File: src/hw/rtl/gbmo_pkg.sv
// ----------------------------------------------------------------------------
// gbmo_pkg
// Shared types, register indexes and fixed-point constants for the GBM path
// unit: configuration layout, datapath operations and controller states.
// ----------------------------------------------------------------------------
package gbmo_pkg;

    // configuration register indexes
    localparam int unsigned CFG_IDX_W = 3;
    localparam logic [CFG_IDX_W-1:0] CFG_INITIAL_PRICE   = 3'd0;
    localparam logic [CFG_IDX_W-1:0] CFG_EXERCISE_PRICE  = 3'd1;
    localparam logic [CFG_IDX_W-1:0] CFG_STEP_DRIFT      = 3'd2;
    localparam logic [CFG_IDX_W-1:0] CFG_STEP_VOLATILITY = 3'd3;
    localparam logic [CFG_IDX_W-1:0] CFG_DISCOUNT_FACTOR = 3'd4;
    localparam logic [CFG_IDX_W-1:0] CFG_OPTION_IS_PUT   = 3'd5;
    localparam logic [CFG_IDX_W-1:0] CFG_STEPS_PER_PATH  = 3'd6;

    // register reset values
    localparam logic [31:0] RST_INITIAL_PRICE   = 32'd6553600;
    localparam logic [31:0] RST_EXERCISE_PRICE  = 32'd6553600;
    localparam logic [31:0] RST_STEP_DRIFT      = 32'd738198;
    localparam logic [30:0] RST_STEP_VOLATILITY = 31'd26843546;
    localparam logic [31:0] RST_DISCOUNT_FACTOR = 32'd1943123559;
    localparam logic        RST_OPTION_IS_PUT   = 1'b0;
    localparam logic [15:0] RST_STEPS_PER_PATH  = 16'd100;

    // fixed-point constants
    localparam logic [31:0]        ONE_Q30      = 32'h4000_0000;
    localparam logic [29:0]        LN2_Q30      = 30'd744261118;
    localparam logic signed [29:0] LOG2E_Q28    = 30'sd387270501;
    localparam logic signed [36:0] X_LIMIT      = 37'sd17179869184;  // 16.0 in Q30
    localparam logic [37:0]        N_BIAS_Q30   = 38'h8_0000_0000;   // 32.0 in Q30
    localparam logic signed [7:0]  N_BIAS       = 8'sd32;
    localparam logic signed [7:0]  SHIFT_BASE   = 8'sd30;
    localparam logic [3:0]         SERIES_TERMS = 4'd10;
    localparam logic [31:0]        U32_MAX      = 32'hFFFF_FFFF;

    typedef struct packed {
        logic [31:0] initial_price;
        logic [31:0] exercise_price;
        logic [31:0] step_drift;
        logic [30:0] step_volatility;
        logic [31:0] discount_factor;
        logic        option_is_put;
        logic [15:0] steps_per_path;
    } cfg_t;

    typedef enum logic [3:0] {
        DP_NONE,
        DP_LOAD,
        DP_VZ,
        DP_X,
        DP_Y,
        DP_F,
        DP_T,
        DP_H1,
        DP_H2,
        DP_H3,
        DP_P,
        DP_S,
        DP_D,
        DP_M,
        DP_O
    } dp_op_t;

    typedef enum logic [3:0] {
        ST_IDLE,
        ST_VZ,
        ST_X,
        ST_Y,
        ST_F,
        ST_T,
        ST_H1,
        ST_H2,
        ST_H3,
        ST_P,
        ST_S,
        ST_D,
        ST_M,
        ST_O
    } ctrl_state_t;

    typedef struct packed {
        logic last_term;   // Horner loop on its final term
        logic path_end;    // step under way closes the path
        logic out_free;    // output register can take a result
    } dp_status_t;

    // floor(2^32 / k), k = 1 kept one short so it fits 32 bits; the
    // quotient estimate is corrected afterwards
    function automatic logic [31:0] recip_q32(input logic [3:0] k);
        logic [31:0] m;
        unique case (k)
            4'd2:    m = 32'h8000_0000;
            4'd3:    m = 32'h5555_5555;
            4'd4:    m = 32'h4000_0000;
            4'd5:    m = 32'h3333_3333;
            4'd6:    m = 32'h2AAA_AAAA;
            4'd7:    m = 32'h2492_4924;
            4'd8:    m = 32'h2000_0000;
            4'd9:    m = 32'h1C71_C71C;
            4'd10:   m = 32'h1999_9999;
            default: m = 32'hFFFF_FFFF;
        endcase
        return m;
    endfunction

endpackage

File: src/hw/rtl/gbmo_cfg_regs.sv
// ----------------------------------------------------------------------------
// gbmo_cfg_regs
// Configuration register file, written over its own valid/ready channel.
// ----------------------------------------------------------------------------
module gbmo_cfg_regs (
    input  logic                           aclk,
    input  logic                           aresetn,
    input  logic                           cfg_valid,
    output logic                           cfg_ready,
    input  logic [gbmo_pkg::CFG_IDX_W-1:0] cfg_index,
    input  logic [31:0]                    cfg_data,
    output gbmo_pkg::cfg_t                 cfg
);

    gbmo_pkg::cfg_t cfg_reg;

    assign cfg_ready = 1'b1;
    assign cfg       = cfg_reg;

    always_ff @(posedge aclk) begin
        if (!aresetn) begin
            cfg_reg.initial_price   <= gbmo_pkg::RST_INITIAL_PRICE;
            cfg_reg.exercise_price  <= gbmo_pkg::RST_EXERCISE_PRICE;
            cfg_reg.step_drift      <= gbmo_pkg::RST_STEP_DRIFT;
            cfg_reg.step_volatility <= gbmo_pkg::RST_STEP_VOLATILITY;
            cfg_reg.discount_factor <= gbmo_pkg::RST_DISCOUNT_FACTOR;
            cfg_reg.option_is_put   <= gbmo_pkg::RST_OPTION_IS_PUT;
            cfg_reg.steps_per_path  <= gbmo_pkg::RST_STEPS_PER_PATH;
        end else if (cfg_valid && cfg_ready) begin
            unique case (cfg_index)
                gbmo_pkg::CFG_INITIAL_PRICE:   cfg_reg.initial_price   <= cfg_data;
                gbmo_pkg::CFG_EXERCISE_PRICE:  cfg_reg.exercise_price  <= cfg_data;
                gbmo_pkg::CFG_STEP_DRIFT:      cfg_reg.step_drift      <= cfg_data;
                gbmo_pkg::CFG_STEP_VOLATILITY: cfg_reg.step_volatility <= cfg_data[30:0];
                gbmo_pkg::CFG_DISCOUNT_FACTOR: cfg_reg.discount_factor <= cfg_data;
                gbmo_pkg::CFG_OPTION_IS_PUT:   cfg_reg.option_is_put   <= cfg_data[0];
                gbmo_pkg::CFG_STEPS_PER_PATH:  cfg_reg.steps_per_path  <= cfg_data[15:0];
                default: ;
            endcase
        end
    end

endmodule

File: config.mk
export PLATFORM = sky130hd
export DESIGN_NAME = gbmo_cfg_regs
export DESIGN_NICKNAME = d
export VERILOG_FILES = /design/src/hw/rtl/gbmo_pkg.sv /design/src/hw/rtl/gbmo_cfg_regs.sv
export SDC_FILE = /design/constraint.sdc
export NUM_CORES = 1
export LEC_CHECK = 0
export ABC_AREA = 1
export BUFFER_PORTS_ARGS = -buffer_cell sky130_fd_sc_hd__clkbuf_2
export CAP_MARGIN = 20
export CELL_PAD_IN_SITES_DETAIL_PLACEMENT = 1
export CELL_PAD_IN_SITES_GLOBAL_PLACEMENT = 1
export CORE_MARGIN = 4
export CORE_UTILIZATION = 38
export DETAILED_ROUTE_END_ITERATION = 8
export PLACE_DENSITY = 0.86
export SYNTH_ARGS = -nofsm -noshare
export SYNTH_HDL_FRONTEND = slang
export SYNTH_SLANG_ARGS = --single-unit
File: constraint.sdc
create_clock -name aclk -period 1.45 [get_ports aclk]
set_clock_uncertainty 0.15 [all_clocks]
set_input_delay 0 -clock aclk [delete_from_list [all_inputs] [get_ports aclk]]
set_output_delay 0 -clock aclk [all_outputs]
set_load 0.01 [all_outputs]
==> flow_metrics.tcl <==
set metrics [dict create \
    async_flop_share_pct 0 \
    die_h_um 142 \
    synth_edf_count 0 \
    die_x_um 142 \
    drive_above_1_share_pct 23.6 \
    cp-end-kind "flop" \
    violations "hold timing" \
    crit_slowest_cell "dlygate4sd3_1" \
    num-nets-final 1295 \
    clk_path_buf_depth 2 \
    cpPeakStageDelay_ps 630 \
    synth.avg_cell_area_um2 7.10 \
    synth.cell_area_mm2 0.00677 \
    ir_drop_uv 835 \
    antenna_found_initial 2 \
    synth_area_leaders "dfxtp_1, nor2_1, nand2_1, nand3_1, buf_2" \
    leakagePower_nw 4.70 \
    cp-start-kind "flop" \
    ios 215 \
    drt_wl_total_um 29600 \
    yosysTopAreaCellShare_pct 52.0 \
    place_hpwl_um 17400 \
    via_per_inst 5.14 \
    ys_warn_count 0 \
    h-tree-depth 4 \
    synth_common_cells "nor2_1, nand2_1, dfxtp_1, nand3_1, buf_2" \
    core_region_area_mm2 0.0174 \
    status "complete, but fails checks" \
    antenna_left 0 \
    drt-initial-drc-count 545 \
    hold_ws_ps -77.1 \
    yosysMostFrequentCell "nor2_1" \
    maxSlewViolCount 0 \
    fp-row-count 48 \
    port_buffers 213 \
    gp_congestion 0.810 \
    cts_tree "yes" \
    clk_pin_slew_ps 70 \
    stdcell_area_mm2 0.00993 \
    die_area_mm2 0.0200 \
    drtPass1Iterations 5 \
    cap_violations 0 \
    post-route-period-util_pct 97.7 \
    crit_buf_inv 1 \
    areaGrowthSynthToFinish_pct 46.6 \
    powerDensity_mw_per_mm2 1140 \
    initial_core_util_pct 39.0 \
    cp.arrival_ps 1580 \
    ys_types 15 \
    postCtsSetupRepairBufs 0 \
    grt_pass1_wl_um 45700 \
    grt_start_max_net_pins 52 \
    avgRoutedWirePerCell_um 19.8 \
    max_freq_ghz 0.706 \
    fin_crit_ps 1420 \
    largest_register_ffs 176 \
    path_cells "nand2_1 > nand3_1 > dlygate4sd3_1" \
    grtUsageTotal_pct 29.4 \
    finalHoldViolCount 34 \
    synth_seq_cells 176 \
    numCtsBuffers 17 \
    grt_overflow_total 0 \
    yosysTopAreaCell "dfxtp_1" \
    setup_violations 0 \
    synth_seq_area_share_pct 52.0 \
    synth_cells 954 \
    required_ps 1610 \
    worstPathMaxFanout 2 \
    ys.flop_type "dfxtp_1" \
    worstSetupPathType "flop to flop" \
    syn_nets 992 \
    place_area_mm2 0.00815 \
    fin_util_pct 57.2 \
    min_path_type "input pin to flop" \
    drc 0 \
    finalSetupTns_ps 0 \
    root_buffer "clkbuf_16" \
    cts.sinks 176 \
    vias 7694 \
    cpLargestDelayFamily "buffers and inverters" \
    grt_pass1_vias 8243 \
    clk_latency_ps 430 \
]
[worst min-delay path: stages]
cell     delay, ps
buf_6          140
buf_12         170
nand2_1         90
nor2_1          40
[stage by stage]
step / setup WS (ps) / instances / power [W]
5_1_grt: -14.8 / 1497 / 0.0117
2_1_floorplan: 473 / 954 / 0.00585
3_3_place_gp: 253 / 1351 / 0.00636
6_report: 33.4 / 1497 / 0.0113
3_5_place_dp: 163 / 1351 / 0.00639
4_1_cts: 28.2 / 1495 / 0.0113
[placed cells by master, fill, tap and decap left out, drive strengths merged]
master	netlist	final
dfxtp	176	176
buf	55	26
nand2	239	239
dlymetal6s4s	0	1
dlygate4sd3	0	110
diode	0	2
conb	1	1
clkbuf	9	237
clkinv	0	2
inv	38	39
clkinvlp	0	2
nor2	259	259
bufinv	0	1
a21oi	1	1
nand3	176	176
[power by group]
part | total [W] | switching [W] | internal (W)
clock network | 0.00474 | 0.00199 | 0.00275
logic | 0.00148 | 0.000886 | 0.000597
registers | 0.00511 | 0.000109 | 0.00501
[final timing paths]
check                             from              endpoint  slack [ps]  depth (start not counted)
hold / removal                 aresetn  cfg[75]$_SDFFE_PN0P_         -80                          4
setup / recovery  cfg[26]$_SDFFE_PN1P_  cfg[26]$_SDFFE_PN1P_          30                          3
setup reg to reg  cfg[26]$_SDFFE_PN1P_  cfg[26]$_SDFFE_PN1P_          30                          3
hold reg to reg   cfg[53]$_SDFFE_PN1P_  cfg[53]$_SDFFE_PN1P_         320                          2
[logic make-up after synthesis]
group	count (synthesis)	synth area share, %
flops	176	52.0
other cells	1	0.0554
buf+inv	102	6.76
compound gates	1	0.0738
simple gates	674	41.1
[area by class of cell]
class,count,area (µm²)
Clock inverter,6,67.6
Multi-Input combinational cell,676,2820
Tap cell,225,282
Inverter,38,145
Fill cell,2207,7430
Sequential cell,176,3520
Clock buffer,26,539
Antenna cell,2,5.00
Timing Repair Buffer,348,2550
[metal layers]
metal / GRT usage, % / share of wire [%] / vias to the layer above / wire, µm
met1: 35.6 / 41 / 3702 / 12100
met4: 13.9 / 3.8 / 0 / 1130
met5: 0 / 0 / - / 0
li1: - / - / 3576 / -
met3: 6.24 / 6.9 / 87 / 2030
met2: 50.1 / 48 / 329 / 14400
[repair_timing]
action                     4_1_cts  5_1_grt
hold buffers                   112        3
gates resized for setup          0       21
setup endpoints to repair        0       52
hold endpoints to repair       176       34
Power figures use the tool's default switching activity.
