**src/hw/rtl/gbmo_pkg.sv**
```systemverilog
// ----------------------------------------------------------------------------
// gbmo_pkg
// Shared types, register indexes and fixed-point constants for the GBM path
// unit: configuration layout, datapath operations and controller states.
// ----------------------------------------------------------------------------
package gbmo_pkg;

    // configuration register indexes
    localparam int unsigned CFG_IDX_W = 3;
    localparam logic [CFG_IDX_W-1:0] CFG_INITIAL_PRICE   = 3'd0;
    localparam logic [CFG_IDX_W-1:0] CFG_EXERCISE_PRICE  = 3'd1;
    localparam logic [CFG_IDX_W-1:0] CFG_STEP_DRIFT      = 3'd2;
    localparam logic [CFG_IDX_W-1:0] CFG_STEP_VOLATILITY = 3'd3;
    localparam logic [CFG_IDX_W-1:0] CFG_DISCOUNT_FACTOR = 3'd4;
    localparam logic [CFG_IDX_W-1:0] CFG_OPTION_IS_PUT   = 3'd5;
    localparam logic [CFG_IDX_W-1:0] CFG_STEPS_PER_PATH  = 3'd6;

    // register reset values
    localparam logic [31:0] RST_INITIAL_PRICE   = 32'd6553600;
    localparam logic [31:0] RST_EXERCISE_PRICE  = 32'd6553600;
    localparam logic [31:0] RST_STEP_DRIFT      = 32'd738198;
    localparam logic [30:0] RST_STEP_VOLATILITY = 31'd26843546;
    localparam logic [31:0] RST_DISCOUNT_FACTOR = 32'd1943123559;
    localparam logic        RST_OPTION_IS_PUT   = 1'b0;
    localparam logic [15:0] RST_STEPS_PER_PATH  = 16'd100;

    // fixed-point constants
    localparam logic [31:0]        ONE_Q30      = 32'h4000_0000;
    localparam logic [29:0]        LN2_Q30      = 30'd744261118;
    localparam logic signed [29:0] LOG2E_Q28    = 30'sd387270501;
    localparam logic signed [36:0] X_LIMIT      = 37'sd17179869184;  // 16.0 in Q30
    localparam logic [37:0]        N_BIAS_Q30   = 38'h8_0000_0000;   // 32.0 in Q30
    localparam logic signed [7:0]  N_BIAS       = 8'sd32;
    localparam logic signed [7:0]  SHIFT_BASE   = 8'sd30;
    localparam logic [3:0]         SERIES_TERMS = 4'd10;
    localparam logic [31:0]        U32_MAX      = 32'hFFFF_FFFF;

    typedef struct packed {
        logic [31:0] initial_price;
        logic [31:0] exercise_price;
        logic [31:0] step_drift;
        logic [30:0] step_volatility;
        logic [31:0] discount_factor;
        logic        option_is_put;
        logic [15:0] steps_per_path;
    } cfg_t;

    typedef enum logic [3:0] {
        DP_NONE,
        DP_LOAD,
        DP_VZ,
        DP_X,
        DP_Y,
        DP_F,
        DP_T,
        DP_H1,
        DP_H2,
        DP_H3,
        DP_P,
        DP_S,
        DP_D,
        DP_M,
        DP_O
    } dp_op_t;

    typedef enum logic [3:0] {
        ST_IDLE,
        ST_VZ,
        ST_X,
        ST_Y,
        ST_F,
        ST_T,
        ST_H1,
        ST_H2,
        ST_H3,
        ST_P,
        ST_S,
        ST_D,
        ST_M,
        ST_O
    } ctrl_state_t;

    typedef struct packed {
        logic last_term;   // Horner loop on its final term
        logic path_end;    // step under way closes the path
        logic out_free;    // output register can take a result
    } dp_status_t;

    // floor(2^32 / k), k = 1 kept one short so it fits 32 bits; the
    // quotient estimate is corrected afterwards
    function automatic logic [31:0] recip_q32(input logic [3:0] k);
        logic [31:0] m;
        unique case (k)
            4'd2:    m = 32'h8000_0000;
            4'd3:    m = 32'h5555_5555;
            4'd4:    m = 32'h4000_0000;
            4'd5:    m = 32'h3333_3333;
            4'd6:    m = 32'h2AAA_AAAA;
            4'd7:    m = 32'h2492_4924;
            4'd8:    m = 32'h2000_0000;
            4'd9:    m = 32'h1C71_C71C;
            4'd10:   m = 32'h1999_9999;
            default: m = 32'hFFFF_FFFF;
        endcase
        return m;
    endfunction

endpackage

```
**src/hw/rtl/gbmo_ctrl.sv**
```systemverilog
// ----------------------------------------------------------------------------
// gbmo_ctrl
// Sequencer for one price step: exponent, range reduction, Horner series,
// price update and, at the end of a path, payoff and result hand-off.
// ----------------------------------------------------------------------------
module gbmo_ctrl (
    input  logic                 aclk,
    input  logic                 aresetn,
    input  logic                 s_valid,
    output logic                 s_ready,
    input  gbmo_pkg::dp_status_t status,
    output gbmo_pkg::dp_op_t     op
);

    gbmo_pkg::ctrl_state_t state_reg;
    gbmo_pkg::ctrl_state_t state_next;

    always_ff @(posedge aclk) begin
        if (!aresetn) begin
            state_reg <= gbmo_pkg::ST_IDLE;
        end else begin
            state_reg <= state_next;
        end
    end

    always_comb begin
        state_next = state_reg;
        unique case (state_reg)
            gbmo_pkg::ST_IDLE: if (s_valid) state_next = gbmo_pkg::ST_VZ;
            gbmo_pkg::ST_VZ:   state_next = gbmo_pkg::ST_X;
            gbmo_pkg::ST_X:    state_next = gbmo_pkg::ST_Y;
            gbmo_pkg::ST_Y:    state_next = gbmo_pkg::ST_F;
            gbmo_pkg::ST_F:    state_next = gbmo_pkg::ST_T;
            gbmo_pkg::ST_T:    state_next = gbmo_pkg::ST_H1;
            gbmo_pkg::ST_H1:   state_next = gbmo_pkg::ST_H2;
            gbmo_pkg::ST_H2:   state_next = gbmo_pkg::ST_H3;
            gbmo_pkg::ST_H3: begin
                state_next = status.last_term ? gbmo_pkg::ST_P : gbmo_pkg::ST_H1;
            end
            gbmo_pkg::ST_P:    state_next = gbmo_pkg::ST_S;
            gbmo_pkg::ST_S: begin
                state_next = status.path_end ? gbmo_pkg::ST_D : gbmo_pkg::ST_IDLE;
            end
            gbmo_pkg::ST_D:    state_next = gbmo_pkg::ST_M;
            gbmo_pkg::ST_M:    state_next = gbmo_pkg::ST_O;
            gbmo_pkg::ST_O:    if (status.out_free) state_next = gbmo_pkg::ST_IDLE;
            default:           state_next = gbmo_pkg::ST_IDLE;
        endcase
    end

    always_comb begin
        s_ready = 1'b0;
        op      = gbmo_pkg::DP_NONE;
        unique case (state_reg)
            gbmo_pkg::ST_IDLE: begin
                s_ready = 1'b1;
                op      = s_valid ? gbmo_pkg::DP_LOAD : gbmo_pkg::DP_NONE;
            end
            gbmo_pkg::ST_VZ: op = gbmo_pkg::DP_VZ;
            gbmo_pkg::ST_X:  op = gbmo_pkg::DP_X;
            gbmo_pkg::ST_Y:  op = gbmo_pkg::DP_Y;
            gbmo_pkg::ST_F:  op = gbmo_pkg::DP_F;
            gbmo_pkg::ST_T:  op = gbmo_pkg::DP_T;
            gbmo_pkg::ST_H1: op = gbmo_pkg::DP_H1;
            gbmo_pkg::ST_H2: op = gbmo_pkg::DP_H2;
            gbmo_pkg::ST_H3: op = gbmo_pkg::DP_H3;
            gbmo_pkg::ST_P:  op = gbmo_pkg::DP_P;
            gbmo_pkg::ST_S:  op = gbmo_pkg::DP_S;
            gbmo_pkg::ST_D:  op = gbmo_pkg::DP_D;
            gbmo_pkg::ST_M:  op = gbmo_pkg::DP_M;
            gbmo_pkg::ST_O:  op = status.out_free ? gbmo_pkg::DP_O : gbmo_pkg::DP_NONE;
            default:         op = gbmo_pkg::DP_NONE;
        endcase
    end

endmodule

```
**config.mk**
```make
export PLATFORM = sky130hd
export DESIGN_NAME = gbmo_ctrl
export DESIGN_NICKNAME = d
export VERILOG_FILES = /design/src/hw/rtl/gbmo_pkg.sv /design/src/hw/rtl/gbmo_ctrl.sv
export SDC_FILE = /design/constraint.sdc
export NUM_CORES = 1
export LEC_CHECK = 0
export BUFFER_PORTS_ARGS = -buffer_cell sky130_fd_sc_hd__buf_2
export CAP_MARGIN = 10
export CORE_AREA = 3 3 40 42
export CTS_CLUSTER_SIZE = 8
export DETAILED_ROUTE_END_ITERATION = 10
export DIE_AREA = 0 0 43 45
export GPL_TIMING_DRIVEN = 0
export SYNTH_ARGS = -nofsm -noshare
export SYNTH_HDL_FRONTEND = slang
export SYNTH_SLANG_ARGS = --single-unit
```
**constraint.sdc**
```tcl
create_clock -name aclk -period 1.2 [get_ports aclk]
set_input_delay 0.18 -clock aclk [delete_from_list [all_inputs] [get_ports aclk]]
set_output_delay 0.18 -clock aclk [all_outputs]
set_load 0.02 [all_outputs]
```
==> reports/qor.yml, run 1 <==
post_synth_main_area_contributors: "dfxtp_1 19%, buf_4 7.1%, a21oi_1 5.9%"
grt_start_max_net_pins: 11
final-max-slew-violation-count: 0
async_reset_ff_share_pct: 0
dp_hpwl_um: 736.9
status: "finished, violations left"
ios: 11
hold_viol: 0
overflow: 0
endpoint_kind: "output port"
rrSetupSlack_ps: 50
seq_area_frac_synth_pct: 18.93
grt_pass1_wl_mm: 1.711
reg2reg_to: "state_reg[0]"
path_clk_slew_ps: 40
yosysWarnings: 0
syn2layout_area_growth_pct: 56.21
fp.dieH_um: 45
fin_hold_ws_ps: 203.3
rsz0062_at_grt: "yes"
drc: 0
synth_nets: 61
clk_path_buf_depth: 2
wl_per_cell_um: 11.96
largest_register_ffs: 4
avgSynthCellArea_um2: 7.689
syn-cell-area_um2: 422.9
antenna_cells: 0
synth_edf_count: 0
post-route-period-util_pct: 116.5
synth_ff_type: "dfxtp_1"
slew_headroom_pct: 79.67
fill_cells: 127
cp_data_arrival_time_ps: 1220
vias: 453
dp_cells: 80
ant_nets: 0
port_buffers: 10
hold_buffers: 0
final_layout_size_suffix_gt1_share_pct: 56.58
violations: "negative setup slack"
hold_path.class: "input port to register"
p_leak_uw: 0.0002829
routed_via_density: 4.978
finClkSkew_ps: 2.932
worst_pin_slew_ps: 302.4
synth.most_common_cell: "a21oi_1"
worst-setup-path-type: "register to output port"
gp_routability_congestion: 0.8064
num-nets-final: 84
initial_core_util_pct: 32.91
ys_seq_elements: 4
setup_viol: 5
synth_largest_area_cell: "dfxtp_1"
r2r_cells: 5
core_area_mm2: 0.001285
crit_path_end: "op[2]"
synth.top_cell.area_share_pct: 18.93
grt_pass1_vias: 428
crit_path_start_kind: "register"
dr.pass1.iters: 4
critPathMaxFanout: 7
rows: 13
htreeDepth: 1
drv_cap: 0
power_density_mw_per_mm2: 1013
ys_types: 30
grt_usage_pct: 11.48
total_power_uw: 669.5
seq_area_um2: 92.59
fmax_ghz: 0.7152
startpoint: "state_reg[1]"
clock-root-buffer: "clkbuf_4"
fp.dieW_um: 43
routed_wl_mm: 1.088
antenna_found_initial: 0
fin_cells: 91
worstSkewPairLatency_ps: 230
ir_worst_vdd_mv: 0.4408
setup_slack_ps: -198.1
r2r_start: "state_reg[1]"
dieArea_mm2: 0.001935
cp.required_ps: 1020
multi_input_area_um2: 327.8
synth_common_cells: "5 x a21oi_1, 4 x buf_4, 4 x dfxtp_1, 4 x nand2b_1, 4 x o21ai_0"
cts_tree: "built"
postSynthCellCount: 55
clock-sinks: 4
finalCriticalPeriod_ps: 1398
cts_buffers: 3
drtIter0Drc: 14
## worst min path at each step
stage / start / endpoint / slack (ps) / cells past startpoint
floorplan: aresetn / state_reg[3] / 310 / 1
global placement: aresetn / state_reg[3] / 460 / 2
detailed placement: aresetn / state_reg[3] / 450 / 2
CTS: aresetn / state_reg[3] / 200 / 2
global route: aresetn / state_reg[3] / 210 / 2
finish: aresetn / state_reg[3] / 200 / 2
## worst max-delay path: stages (launching register included)
cell and delay [ps]:
dfxtp_4 370, buf_6 140, a21boi_2 140, o22ai_2 90, a21oi_2 120, buf_6 130
## layout by cell type, fill, tap and decap left out, types with 2 or more instances in the layout
cell type	count
buf_4	12
buf_2	6
buf_6	5
a21oi_1	4
nor2b_1	3
nand2_1	3
o21ai_1	3
nor2_1	3
clkbuf_4	3
dfxtp_4	3
nor4_2	2
nand2b_1	2
nand2b_4	2
nand3b_1	2
## routing by layer
layer / share of wire, % / global-route usage [%] / routed length (um)
met2: 51 / 17.96 / 557
met5: 0 / 0 / 0
met4: 0 / 6.627 / 0
met1: 45 / 14.42 / 493
met3: 3.4 / 2.789 / 37
## per-stage QoR
stage	util [%]	TNS [ps]	setup WS, ps	area (um^2)
floorplan	-	-3.468	-2.026	454.2
global placement	40.70	-95.85	-74.10	523.0
detailed placement	40.70	-98.13	-86.73	523.0
CTS	47.91	-932.5	-229.4	615.6
global route	51.41	-1162	-265.4	660.6
finish	51.41	-774.2	-198.1	660.6
## cell families after synthesis
group	synth area share [%]
and+or+nand+nor	32.25
AOI/OAI and AO/OA	32.55
buffers and inverters	14.20
DFF	18.94
xor gates and xnor gates	2.071
## where the power goes
group / internal [uW] / total (uW) / switching (uW)
Clock: 112 / 162 / 50.9
Combinational: 180 / 333 / 153
Sequential: 148 / 174 / 26.1
## final cells by class
| class | count | area share (%) |
|---|---|---|
| multi-input cells | 43 | 49.62 |
| repair buffers | 20 | 21.59 |
| clock buffers | 3 | 3.409 |
| plain buffers | 4 | 7.386 |
| well taps | 15 | 2.841 |
| flip-flops and latches | 4 | 14.02 |
| inverters | 2 | 1.136 |
## repair_timing
action	4_1_cts	5_1_grt
resized for setup	11	10
setup endpoints to repair	5	7
setup buffers	7	3
endpoints found under the hold margin	0	0
pin swaps	2	1
(Power assumes the default switching activity.)
==> run 2, diff against run 1 <==
Settings changed: BUFFER_PORTS_ARGS -buffer_cell sky130_fd_sc_hd__buf_2 to -buffer_cell sky130_fd_sc_hd__buf_4.
Clock period 1.2 ns to 1.7 ns, I/O delays scaled along.
==> reports/qor.yml, run 2 (synthesis gave the netlist of run 1 again) <==
hold_buffers: 0  # unchanged
met2WireLength_um: 466  # -16%
htreeDepth: 1  # unchanged
antenna_found_initial: 0  # unchanged
hold_viol: 0  # unchanged
fmax_ghz: 0.6387
finClkSkew_ps: 1.679  # -1.253 ps
slew_headroom_pct: 82.15  # +2.5 points
routed_wl_um: 968  # -11%
rsz0062_at_grt: "no"
final_layout_size_suffix_gt1_share_pct: 30.30  # -26 points
p_leak_uw: 0.0002067  # -27%
fin_util_pct: 40.80  # -11 points
rrSetupSlack_ps: 510  # +460 ps
fin_cells: 81  # -11%
hold_path.startpoint: "aresetn"
wl_met3_um: 48  # +30%
ir_worst_vdd_mv: 0.2858  # -35%
hold_path_depth: 2  # unchanged
cts_buffers: 3  # unchanged
setup_viol: 0  # -5
worst_pin_slew_ps: 265.6  # -36.78 ps
placed_area_um2: 516.7  # -1.2%
fp.dieW_um: 43  # unchanged
port_buffers: 10  # unchanged
dp_hpwl_um: 742.9  # +0.81%
r2r_start: "state_reg[1]"
ant_nets: 0  # unchanged
clock-sinks: 4  # unchanged
drtIter0Drc: 10  # -4
final-max-slew-violation-count: 0  # unchanged
antenna_cells: 0  # unchanged
rows: 13  # unchanged
endpoint_kind: "output port"
gp_routability_congestion: 0.7563  # -6.2%
highest_layer: "met3"
worstSkewPairLatency_ps: 230  # about the same
reg2reg_to: "state_reg[0]"
grt_pass1_wl_mm: 1.711  # unchanged
ios: 11  # unchanged
initial_core_util_pct: 32.91  # unchanged
cts_tree: "built"
critPathMaxFanout: 19  # +12
largest_register_ffs: 4  # unchanged
clock-root-buffer: "clkbuf_4"
dp_cells: 80  # unchanged
fin_area_um2: 524.3  # -21%
finalCriticalPeriod_ps: 1566
drc: 0  # unchanged
syn2layout_area_growth_pct: 23.96
dr.pass1.iters: 4  # unchanged
status: "completed"
wl_per_cell_um: 11.95  # about the same
grt_start_max_net_pins: 11  # unchanged
overflow: 0  # unchanged
fp.dieH_um: 45  # unchanged
core_area_mm2: 0.001285  # unchanged
r2r_cells: 4  # -1
post_cts_buffers: 0  # -7
path_clk_slew_ps: 40  # about the same
vias: 416  # -8.2%
crit_path_start_kind: "register"
cp.required_ps: 1440  # +420 ps
hold_path.class: "input port to register"
tns_ps: 0  # +774.2 ps
routed_via_density: 5.136  # +3.2%
clk_path_buf_depth: 2  # unchanged
worst-setup-path-type: "register to output port"
cts_resized: 0  # -11
grt_pass1_vias: 398  # -7.0%
drv_cap: 0  # unchanged
post-route-period-util_pct: 92.09
cp_data_arrival_time_ps: 1310  # +90 ps
num-nets-final: 74  # -12%
grt_usage_pct: 11.65  # +0.17 points
dieArea_mm2: 0.001935  # unchanged
layout_commonest_cell: "buf_4"
holdPathEnd: "state_reg[3]"
power_density_mw_per_mm2: 768.6  # -24%
final_cell_mix: "12 x buf_4, 5 x a21oi_1, 4 x o21ai_0, 4 x nand2b_1, 4 x dfxtp_1"
wl_met1_um: 453  # -8.1%
run 2: cell types whose count changed in the layout (fill, tap and decap cells not counted), sizes merged:
cell / previous run / this run
buf: 24 / 14
run 2: report_power, final:
part / total [uW] / internal, uW / switching (uW)
registers: 111 / 103 / 7.53
clock network: 111 / 78.5 / 32.4
logic: 181 / 83.4 / 97.8
run 2: stage by stage:
step                setup WS (ps)  hold WS, ps  total power, uW
floorplan                   171.9        382.9            244.1
global placement            304.9        514.8            301.1
detailed placement          302.0        509.0            302.5
CTS                         55.48        272.6            418.9
global route                15.05        281.3            437.2
finish                      134.4        278.0            402.9
run 2: worst max-delay path by stage:
| stage | startpoint | to | slack [ps] | depth (start not counted) |
|---|---|---|---|---|
| floorplan | state_reg[1] | s_ready | 170 | 3 |
| finish | state_reg[1] | op[2] | 130 | 5 |
| global placement | state_reg[2] | op[2] | 300 | 6 |
| detailed placement | state_reg[2] | op[2] | 300 | 6 |
| global route | state_reg[1] | op[2] | 20 | 5 |
| CTS | state_reg[2] | op[2] | 60 | 6 |
run 2: per-layer routing:
| metal | global-route usage (%) | up-vias |
|---|---|---|
| met5 | 0 | - |
| met4 | 3.614 | 0 |
| met3 | 3.984 | 0 |
| met2 | 19.16 | 11 |
| met1 | 14.42 | 184 |
| li1 | - | 221 |
run 2: final cells by class:
class                   instances  area (um^2)
inverters                       2        7.507
clock buffers                   3        22.52
multi-input cells              43        282.8
fillers                       142        760.7
well taps                      15        18.77
flip-flops and latches          4        80.08
plain buffers                   4        37.54
repair buffers                 10        75.07
run 2: worst max-delay path, stage by stage, from the launching register on:
cell and delay, ps:
dfxtp_1 290, buf_4 190, nand2b_1 190, o21ai_0 180, a21oi_1 90, buf_4 160
